[src/design/miller_rabin_round_top_assert.svh]
// assertion macros for the miller-rabin round block
`ifndef MILLER_RABIN_ROUND_TOP_ASSERT_SVH
`define MILLER_RABIN_ROUND_TOP_ASSERT_SVH

// implication checked on every clock edge outside reset
`define MR_ASSERT_IMPL(label, ante, cons, msg) \
  label: assert property (@(posedge clk) disable iff (rst) (ante) |-> (cons)) \
    else $error(msg);

// implication checked in the cycle after the antecedent
`define MR_ASSERT_NEXT(label, ante, cons, msg) \
  label: assert property (@(posedge clk) disable iff (rst) (ante) |=> (cons)) \
    else $error(msg);

`endif

[src/design/mrr_pkg.sv]
`default_nettype none
package mrr_pkg;
  localparam int Width = 64;
  localparam int CntW = $clog2(Width + 1);

  typedef logic [Width-1:0] word_t;
  typedef logic [CntW-1:0] cnt_t;

  typedef enum logic [1:0] {
    VERDICT_COMPOSITE = 2'd0,
    VERDICT_PRIME     = 2'd1,
    VERDICT_INVALID   = 2'd2
  } verdict_t;

  typedef enum logic [2:0] {
    ST_IDLE,
    ST_SPLIT,
    ST_POW,
    ST_POWSQ,
    ST_CHECK,
    ST_SQ,
    ST_DONE
  } state_t;

  // request to the shared modular multiplier
  typedef struct packed {
    logic  start;
    word_t x;
    word_t y;
    word_t n;
  } mul_req_t;

  typedef struct packed {
    logic  done;
    word_t r;
  } mul_rsp_t;
endpackage
`default_nettype wire

[src/design/mrr_mulmod.sv]
`default_nettype none
module mrr_mulmod (
  input  wire logic            clk,
  input  wire logic            rst,
  input  wire mrr_pkg::mul_req_t req,
  output mrr_pkg::mul_rsp_t      rsp
);
  import mrr_pkg::*;

  word_t x, y, n, r;
  cnt_t  cnt;
  logic  busy, phase, done_q;
  logic [Width:0] sum;
  word_t addend, add_res;

  // phase 0 doubles r, phase 1 adds x when the current multiplier bit is set
  assign addend = phase ? x : r;
  assign sum = {1'b0, r} + {1'b0, addend};
  assign add_res = (sum >= {1'b0, n}) ? word_t'(sum - {1'b0, n}) : sum[Width-1:0];

  always_ff @(posedge clk) begin
    if (rst) begin
      busy <= 1'b0;
      done_q <= 1'b0;
    end else begin
      done_q <= 1'b0;
      if (req.start) begin
        busy <= 1'b1;
        x <= req.x;
        y <= req.y;
        n <= req.n;
        r <= '0;
        cnt <= cnt_t'(Width);
        phase <= 1'b0;
      end else if (busy) begin
        if (!phase) begin
          r <= add_res;
          phase <= 1'b1;
        end else begin
          if (y[Width-1]) r <= add_res;
          y <= {y[Width-2:0], 1'b0};
          phase <= 1'b0;
          cnt <= cnt - cnt_t'(1);
          if (cnt == cnt_t'(1)) begin
            busy <= 1'b0;
            done_q <= 1'b1;
          end
        end
      end
    end
  end
  assign rsp = '{done: done_q, r: r};
endmodule
`default_nettype wire

[src/design/mrr_ctrl.sv]
`default_nettype none
module mrr_ctrl (
  input  wire logic              clk,
  input  wire logic              rst,
  input  wire logic              valid_in,
  output logic                   stall_in,
  input  wire mrr_pkg::word_t    candidate,
  input  wire mrr_pkg::word_t    witness,
  output logic                   valid_out,
  input  wire logic              stall_out,
  output logic [1:0]             verdict,
  output mrr_pkg::mul_req_t      req,
  input  wire mrr_pkg::mul_rsp_t rsp
);
  import mrr_pkg::*;

  state_t state, state_next;
  word_t n, nm1, q, b, x;
  cnt_t  k, j;
  logic [1:0] vd;
  logic acc;

  assign acc = valid_in && !stall_in;
  assign stall_in = (state != ST_IDLE);
  assign valid_out = (state == ST_DONE);
  assign verdict = vd;

  always_comb begin
    state_next = state;
    req = '{start: 1'b0, x: x, y: b, n: n};
    case (state)
      ST_IDLE: if (valid_in) begin
        if (candidate < word_t'(2) || (!candidate[0] && candidate != word_t'(2)))
          state_next = ST_DONE;
        else if (candidate == word_t'(2) || candidate == word_t'(3))
          state_next = ST_DONE;
        else if (witness < word_t'(2) || witness > candidate - word_t'(2))
          state_next = ST_DONE;
        else
          state_next = ST_SPLIT;
      end
      ST_SPLIT: if (q[0]) begin
        // once q is odd, start multiplying x by b; while q is even, stay here halving it
        state_next = ST_POW;
        req.start = 1'b1;
        req.y = q[0] ? b : word_t'(1);
      end
      ST_POW: if (rsp.done) begin
        state_next = ST_POWSQ;
        req = '{start: 1'b1, x: b, y: b, n: n};
      end
      ST_POWSQ: if (rsp.done) begin
        if (q == '0) state_next = ST_CHECK;
        else begin
          state_next = ST_POW;
          req = '{start: 1'b1, x: x, y: q[0] ? rsp.r : word_t'(1), n: n};
        end
      end
      ST_CHECK: begin
        if (x == word_t'(1) || x == nm1 || j >= k) state_next = ST_DONE;
        else begin
          state_next = ST_SQ;
          req = '{start: 1'b1, x: x, y: x, n: n};
        end
      end
      ST_SQ: if (rsp.done) begin
        if (rsp.r == nm1 || j + cnt_t'(1) >= k) state_next = ST_DONE;
        else req = '{start: 1'b1, x: rsp.r, y: rsp.r, n: n};
      end
      ST_DONE: if (!stall_out) state_next = ST_IDLE;
      default: state_next = ST_IDLE;
    endcase
  end

  always_ff @(posedge clk) begin
    if (rst) state <= ST_IDLE;
    else state <= state_next;
  end

  always_ff @(posedge clk) begin
    case (state)
      ST_IDLE: if (acc) begin
        n <= candidate;
        nm1 <= candidate - word_t'(1);
        q <= candidate - word_t'(1);
        b <= witness;
        x <= word_t'(1);
        k <= '0;
        j <= cnt_t'(1);
        if (candidate < word_t'(2)) vd <= VERDICT_COMPOSITE;
        else if (candidate == word_t'(2) || candidate == word_t'(3)) vd <= VERDICT_PRIME;
        else if (!candidate[0]) vd <= VERDICT_COMPOSITE;
        else if (witness < word_t'(2) || witness > candidate - word_t'(2))
          vd <= VERDICT_INVALID;
      end
      ST_SPLIT: if (!q[0]) begin
        q <= q >> 1;
        k <= k + cnt_t'(1);
      end
      ST_POW: if (rsp.done) begin
        x <= rsp.r;
        q <= q >> 1;
      end
      ST_POWSQ: if (rsp.done) b <= rsp.r;
      ST_CHECK: begin
        if (x == word_t'(1) || x == nm1) vd <= VERDICT_PRIME;
        else if (j >= k) vd <= VERDICT_COMPOSITE;
      end
      ST_SQ: if (rsp.done) begin
        x <= rsp.r;
        j <= j + cnt_t'(1);
        if (rsp.r == nm1) vd <= VERDICT_PRIME;
        else if (j + cnt_t'(1) >= k) vd <= VERDICT_COMPOSITE;
      end
      default: ;
    endcase
  end
endmodule
`default_nettype wire

[src/design/miller_rabin_round_top.sv]
`default_nettype none
// one miller-rabin round on a 64-bit candidate and a witness base. a beat
// is taken only while idle; special cases (n below 2, n of 2 or 3, even n,
// witness outside 2..n-2) go straight to the verdict. otherwise n-1 is split
// into q*2^k one bit a cycle, then a^q mod n is formed by square-and-multiply,
// then x is squared up to k-1 times. every modular product goes through one
// shared double-and-add unit, so a full round costs at most about 2*64
// products. the verdict beat is held until the sink takes it.
module miller_rabin_round_top (
  input  wire logic                clk,
  input  wire logic                rst,
  input  wire logic                valid_in,
  output logic                     stall_in,
  input  wire mrr_pkg::word_t      candidate,
  input  wire mrr_pkg::word_t      witness,
  output logic                     valid_out,
  input  wire logic                stall_out,
  output logic [1:0]               verdict
);
  import mrr_pkg::*;
`include "miller_rabin_round_top_assert.svh"

  mul_req_t req;
  mul_rsp_t rsp;

  // sequencer: splitting, exponent walk and squaring loop
  mrr_ctrl u_ctrl (
    .clk, .rst, .valid_in, .stall_in, .candidate, .witness,
    .valid_out, .stall_out, .verdict, .req, .rsp
  );

  // shared bit-serial modular multiplier
  mrr_mulmod u_mul (.clk, .rst, .req, .rsp);

  // a finished verdict is never a reserved code
  `MR_ASSERT_IMPL(a_verdict_code, valid_out, verdict != 2'd3, "reserved verdict code")
  // no new beat is taken while a verdict waits
  `MR_ASSERT_IMPL(a_no_take_busy, valid_out, stall_in, "input taken during output")
  // multiplier start only while a round is under way
  `MR_ASSERT_IMPL(a_start_busy, req.start, stall_in && !valid_out, "stray multiply start")
  // a stalled verdict beat stays put
  `MR_ASSERT_NEXT(a_hold_out, valid_out && stall_out, valid_out && $stable(verdict), "verdict beat changed while stalled")
endmodule
`default_nettype wire

[config.mk]
export PLATFORM = sky130hd
export DESIGN_NAME = miller_rabin_round_top
export DESIGN_NICKNAME = d
export VERILOG_FILES = /design/src/design/mrr_pkg.sv /design/src/design/mrr_mulmod.sv /design/src/design/mrr_ctrl.sv /design/src/design/miller_rabin_round_top.sv
export VERILOG_INCLUDE_DIRS = /design/src /design/src/design
export SDC_FILE = /design/constraint.sdc
export NUM_CORES = 2
export LEC_CHECK = 0
export BUFFER_PORTS_ARGS = -buffer_cell sky130_fd_sc_hd__clkbuf_2
export CORE_MARGIN = 2
export CORE_UTILIZATION = 40
export DETAILED_ROUTE_END_ITERATION = 8
export SLEW_MARGIN = 20
export SYNTH_ARGS = -nofsm -noshare
export SYNTH_HDL_FRONTEND = slang
export SYNTH_SLANG_ARGS = --single-unit
[constraint.sdc]
create_clock -name clk -period 13.3 [get_ports clk]
set_clock_uncertainty 0.15 [all_clocks]
set_input_delay 1.33 -clock clk [delete_from_list [all_inputs] [get_ports clk]]
set_output_delay 1.33 -clock clk [all_outputs]
set_load 0.01 [all_outputs]
# Yosys cells after proc, flatten, opt, wreduce, memory -nomap -nowiden
# Cells that the tools add are included.
# totals
output_inout_bits,4
wordCells,165
input_bits,132
regBits,605
# classes
order_cmp,6
muxes,68
n_eq_ne,27
addsub,7
n_bitwise,3
n_reduce_logical,36
# ops
cell,n
$mux W193,6
$mux W64,15
$pmux W64 S4,3
$pmux W64 S2,2
$pmux W64 S3,1
$eq A64 B2 Y1 const B,2
$eq A64 B64 Y1,2
$lt A64 B2 Y1 const B,2
$add A64 B64 Y65,1
$ge A65 B64 Y1,1
$eq A64 B1 Y1 const B,1
$gt A64 B64 Y1,1
$logic_not A64 Y1,1
$ne A64 B2 Y1 const B,1
$sub A64 B1 Y64 const B,1
$sub A64 B2 Y64 const B,1
$sub A64 B64 Y64,1
$mux W7,6
$mux W3,11
$pmux W7 S2,2
$mux W2,11
$pmux W3 S7,1
$reduce_and A3 Y1,7
$add A7 B1 Y7 const B,2
other kinds (27),65

# Longest topological paths before layout
# depth
depth_word,9
ltp_mapped,29

# Hierarchy
# Synthesis repeated with hierarchy kept, for this count alone.
# unflattened
hier_cells,3816
area_unflattened_um2,39320.2
# modules_own_cells
mod,seq_area_each_um2,cells_per_inst,area_each_um2,instances
mrr_ctrl,10149.7,1997,20768.7,1
mrr_mulmod,7967.6,1819,18551.5,1

# Worst setup path after synthesis
# OpenSTA, ideal clock, no wires.
# synth_timing
path_kind,register to register
start,register u_ctrl.j[0]
end,register u_mul.n[0] (enable)
stages_incl_launch_ff,13
arrival_ns,8.725
setup_ns,0.631
path_slack_ns,3.794
synth_period_minus_slack_ns,9.506
n_path_buf,2
cell_sequence,edfxtp_1 -> ha_1 -> ha_1 -> a21boi_0 -> o21a_1 -> o21a_1 -> o211ai_1 -> a21boi_0 -> nor3_1 -> or3_1 -> clkbuf_1 -> clkbuf_1 -> nor2b_1
# synth_via
elab_chain_len,7
word_cells_on_any_way,10
# synth_rtl
element,line,rtl
from (decl),mrr_ctrl.sv:19,"cnt_t k, j;"
from (signal assigned),mrr_ctrl.sv:89,j <= cnt_t'(1);
from (signal assigned),mrr_ctrl.sv:111,j <= j + cnt_t'(1);
$add A7 B1 Y7,mrr_ctrl.sv:67,if (rsp.r == nm1 || j + cnt_t'(1) >= k) state_next = ST_DONE;
$ge A7 B7 Y1,mrr_ctrl.sv:67,
$logic_or A1 B1 Y1,mrr_ctrl.sv:67,
$mux W193,mrr_ctrl.sv:67,
$mux W193,mrr_ctrl.sv:66,ST_SQ: if (rsp.done) begin
$pmux W1 S5 *,mrr_ctrl.sv:31,case (state)
$reduce_and A2 Y1 (no line) *,-,
to (signal assigned),mrr_mulmod.sv:31,n <= req.n;
to (decl),mrr_mulmod.sv:10,"word_t x, y, n, r;"
# Mark *: on every way between the ends. The rest lies on a longest branch, timed or not.
# A chain may end at the register's enable or synchronous reset.

# Worst setup path after layout
# layout_timing
start,register u_mul.phase
end,register u_mul.r[58] (data pin)
# layout_via
elab_chain_len,7
word_cells_on_any_way,8
# layout_rtl
element,line,rtl
from (decl),mrr_mulmod.sv:12,"logic busy, phase, done_q;"
from (signal assigned),mrr_mulmod.sv:34,phase <= 1'b0;
from (signal assigned),mrr_mulmod.sv:38,phase <= 1'b1;
from (signal assigned),mrr_mulmod.sv:42,phase <= 1'b0;
$mux W64,mrr_mulmod.sv:17,assign addend = phase ? x : r;
$add A64 B64 Y65,mrr_mulmod.sv:18,"assign sum = {1'b0, r} + {1'b0, addend};"
$sub A64 B64 Y64 / $ge A65 B64 Y1 (equally long branches),mrr_mulmod.sv:19,"assign add_res = (sum >= {1'b0, n}) ? word_t'(sum - {1'b0, n}) : sum[Width-1:0];"
$mux W64,mrr_mulmod.sv:19,
$mux W64,mrr_mulmod.sv:40,if (y[Width-1]) r <= add_res;
$mux W64 *,mrr_mulmod.sv:36,if (!phase) begin
$mux W64 *,mrr_mulmod.sv:35,end else if (busy) begin
to (signal assigned),mrr_mulmod.sv:37,r <= add_res;
to (signal assigned),mrr_mulmod.sv:40,
to (decl),mrr_mulmod.sv:10,
# Mark *: on every way between the ends. The rest lies on a longest branch, timed or not. The select of a mux whose other input is x is not followed.

==> impl_summary.txt <==
----------------------------------------------------
[Worst setup path]
  Worst path buffer plus inverter count ... 2
  Critical path capture point type ... flip-flop
  Worst-case register-to-register setup slack ... 4.95 ns
  Crit path max-delay family ... compound AO/OA/AOI/OAI gates
  Worst setup path class ... reg2reg
  Worst path cell trace ... buf_4 -> mux2_2 -> ha_1 -> o21ai_0 -> o21ai_0 -> a32o_1 -> a41oi_1 -> buf_4 -> a211oi_1 -> o21ai_0 -> o21ai_0 -> xor2_1 -> ha_1 -> a21o_1 -> a21o_1 -> a2111oi_0 -> o21ai_0 -> a211oi_1 -> o211ai_1 -> a21oi_1 -> nand2_2 -> nor2_1 -> a221o_1
  Critical path's largest stage delay ... 0.78 ns
  Reg2Reg Capture Point ... u_mul.r[58]$_SDFFCE_PP0P_
  CP Data Arrival Time ... 8.69 ns
  Maximum fanout count along the critical path ... 46
  Start of the worst register-to-register path ... u_mul.phase$_SDFFCE_PP0P_
  Reg2Reg Depth ... 23
  Critical path's most frequent cell ... sky130_fd_sc_hd__o21ai_0
  Slowest stage cell on the critical path ... sky130_fd_sc_hd__nor2_1
  Crit path launch type ... flip-flop
  Critical path data required time ... 13.64 ns

[Clocking]
  Number of post-CTS setup repair buffers ... 0
  Source-to-sink clock delay at the later pin of the worst-skew pair ... 0.63 ns
  Clock-pin transition on the worst setup and hold timing paths ... 0.06 ns
  Num Clock Sinks ... 605
  Cts-stage hold buffer count ... 0
  CTS H-tree depth ... 3
  Number of buffers on the longest clock path ... 3
  Root buffer cell ... sky130_fd_sc_hd__clkbuf_16
  Total clock buffers created by CTS ... 71
  CTS tree ... built
  # resized after CTS ... 0

[Logic synthesis]
  Yosys warning count ... 0
  Cell type with the largest total area after synthesis ... sky130_fd_sc_hd__edfxtp_1
  Fraction of synthesis flops using an asynchronous set or reset pin ... 0
  Main synth FF type ... sky130_fd_sc_hd__edfxtp_1
  Number of flops mapped to enable cells by yosys ... 600
  Number of standard cells after synthesis ... 3,918
  Leading post-synthesis cells by cell area ... sky130_fd_sc_hd__edfxtp_1, sky130_fd_sc_hd__ha_1, sky130_fd_sc_hd__nand2_1
  Syn_area_per_cell ... 9.91 um2
  Synth Area in Compound Gates ... 0.144
  Nets in the synthesized netlist ... 4,266
  Post-Synthesis Cell Area ... 38,800 um2
  Flops & latches, synth ... 605
  Count leader, synth ... sky130_fd_sc_hd__nand2_1
  Top-area cell type share of the netlist area ... 0.464
  List of most frequent post-synthesis cells ... sky130_fd_sc_hd__nand2_1, sky130_fd_sc_hd__edfxtp_1, sky130_fd_sc_hd__nor2_1, sky130_fd_sc_hd__a21oi_1, sky130_fd_sc_hd__xor2_1
  Fraction of the yosys area taken by sequential cells ... 0.467
  Multiplexer fraction of the synthesized cell area ... 0.0207
  Parity-gate share of the synthesized area counting xor and xnor cells ... 0.0848
  Adder-cell area share of the yosys netlist ... 0.0700
  Combinational family with the most area after synthesis ... simple AND/OR/NAND/NOR gates
  Post-Synth Simple-Gate Area ... 0.183
  Yosys cell types ... 78

[Route]
  Antenna-violating nets left ... 0
  Via count normalized by instance count ... 6.04
  Count of vias placed by the detailed router ... 32.1k
  First-pass iteration count of the detailed router ... 9
  Final routed wire length divided by cell count ... 28.2 um
  DRC violation total after the first TritonRoute iteration ... 4,249
  Routed wire length ... 150,000 um
  Count of unresolved DRC violations after routing ... 0

[STA]
  Actual transition at the worst max-transition pin ... 1.24 ns
  Maximum achievable frequency ... 120 MHz
  Hold violation count in the final report ... 0
  Final setup viols ... 0
  Final critical-path share of the clock period ... 0.628
  Max Transition Viols Final ... 0
  Setup repair after global routing missed its margin ... no
  Final sum of negative setup slack ... 0 ns
  Worst slew margin relative to its limit ... 0.169
  Post-layout min period ... 8.35 ns

[Floorplan]
  Initial core utilization ... 0.403
  Overall die area ... 99,600 um2
  Top Ports ... 136
  Chip Height ... 316 um
  Horizontal die dimension ... 316 um
  Placement Rows ... 114
  Placeable core area ... 96,400 um2

[Finish]
  Count of filler cells inserted in the layout ... 9,271
  Combined flip-flop and latch cell area ... 18,100 um2
  Area overhead of the layout relative to synthesis ... 11.4%
  Multi-input gate area ... 19,700 um2
  Ratio of cells with drive above 1 in the final layout ... 0.0967
  Fin nets ... 4,333

[Global routing]
  Total routing usage reported by global routing ... 0.296
  Wire length of the first global-routing pass ... 213,000 um
  Via count of the first global-routing pass ... 30.2k
  Pin count of the biggest net entering global routing ... 126
  Antenna violations before repair ... 4
  Overflow after GRT ... 0

[Place]
  Final HPWL from detailed placement ... 115,000 um
  Number of I/O port buffers ... 135
  Weighted congestion at the end of routability-driven global placement ... 1.00

[Hold path]
  Worst hold path stage count ... 0
  Worst Hold Path EP ... u_mul.n[51]$_DFFE_PP_
  Startpoint of the lowest-slack hold path ... u_ctrl.n[51]$_DFFE_PP_
  Path class of the lowest-slack min-delay path ... reg2reg

[Flow run]
  Max-cap violations ... 0

[Outcome]
  Run status ... complete, no violations

----------------------------------------------------
layout by cell type, fill, tap and decap left out, types with 73 or more instances in the layout:
cell and n:
sky130_fd_sc_hd__clkbuf_2 135, sky130_fd_sc_hd__nor4_1 111, sky130_fd_sc_hd__clkbuf_16 73, sky130_fd_sc_hd__inv_1 138, sky130_fd_sc_hd__a21o_1 109, sky130_fd_sc_hd__edfxtp_1 600
sky130_fd_sc_hd__xor2_1 225, sky130_fd_sc_hd__nand2_1 615, sky130_fd_sc_hd__nor2b_1 86, sky130_fd_sc_hd__xnor2_1 149, sky130_fd_sc_hd__nand2b_1 84, sky130_fd_sc_hd__nor2_1 271
sky130_fd_sc_hd__ha_1 214, sky130_fd_sc_hd__a21oi_1 248, sky130_fd_sc_hd__o21ai_0 94
logic make-up (layout without fill, tap and decap cells):
kind of cell,count (synthesis),count (layout)
DFF,605,605
other,0,1
adders and majority gates,216,216
xor gates and xnor gates,375,375
and+or+nand+nor,1503,1503
muxes,72,72
buffers and inverters,319,436
AOI/OAI and AO/OA,828,828
layout make-up:
class,count,area share
multi-input combinational,2994,0.455
sequential,605,0.419
clock buffer,78,0.0429
tap,1276,0.0369
timing repair buffer,174,0.0227
inverter,139,0.0122
clock inverter,45,0.0108
antenna,1,0.0000579
metal layers:
layer / up-vias / track usage / wire, um
met4: 2 / 0.161 / 8980
met3: 321 / 0.0487 / 13700
met2: 1708 / 0.431 / 63300
li1: 14600 / - / -
met1: 15500 / 0.420 / 63900
met5: - / 0 / 18
state kept, by name (all words and copies together) (netlist names):
name / cells
u_ctrl.state: 3
u_ctrl.n: 64
u_mul.n: 64
u_ctrl.verdict: 2
u_mul.cnt: 7
u_mul.done_q: 1
u_mul.r: 64
u_ctrl.j: 7
u_ctrl.x: 64
u_ctrl.q: 64
u_mul.phase: 1
u_ctrl.nm1: 64
u_mul.x: 64
u_ctrl.k: 7
u_mul.busy: 1
u_mul.y: 64
u_ctrl.b: 64
per-stage QoR:
step                      hold WS, ns  worst slack (ns)  std cells  utilization  instance area (um2)
after floorplan                 0.250              3.79       3918            -                38800
after global placement          0.253              5.10       5188        0.424                40900
after detailed placement        0.255              5.04       5188        0.424                40900
after CTS                       0.264              5.03       5311        0.448                43200
after global routing            0.269              4.41       5312        0.448                43200
final                           0.261              4.95       5312        0.448                43200
how the worst max path moves through the flow:
| stage | cells after the start | slack, ns | to | from |
|---|---|---|---|---|
| after floorplan | 12 | 3.79 | u_mul.n[0]$_DFFE_PP_ | u_ctrl.j[0]$_SDFFCE_PN1P_ |
| after global placement | 24 | 5.10 | u_mul.r[58]$_SDFFCE_PP0P_ | u_mul.phase$_SDFFCE_PP0P_ |
| after detailed placement | 24 | 5.04 | u_mul.r[58]$_SDFFCE_PP0P_ | u_mul.phase$_SDFFCE_PP0P_ |
| after CTS | 24 | 5.03 | u_mul.r[58]$_SDFFCE_PP0P_ | u_mul.phase$_SDFFCE_PP0P_ |
| after global routing | 23 | 4.41 | u_mul.r[57]$_SDFFCE_PP0P_ | u_mul.phase$_SDFFCE_PP0P_ |
| final | 23 | 4.95 | u_mul.r[58]$_SDFFCE_PP0P_ | u_mul.phase$_SDFFCE_PP0P_ |
Power is not shown: default switching activity piles up to over one toggle a cycle in this logic, so the estimate is an artifact.
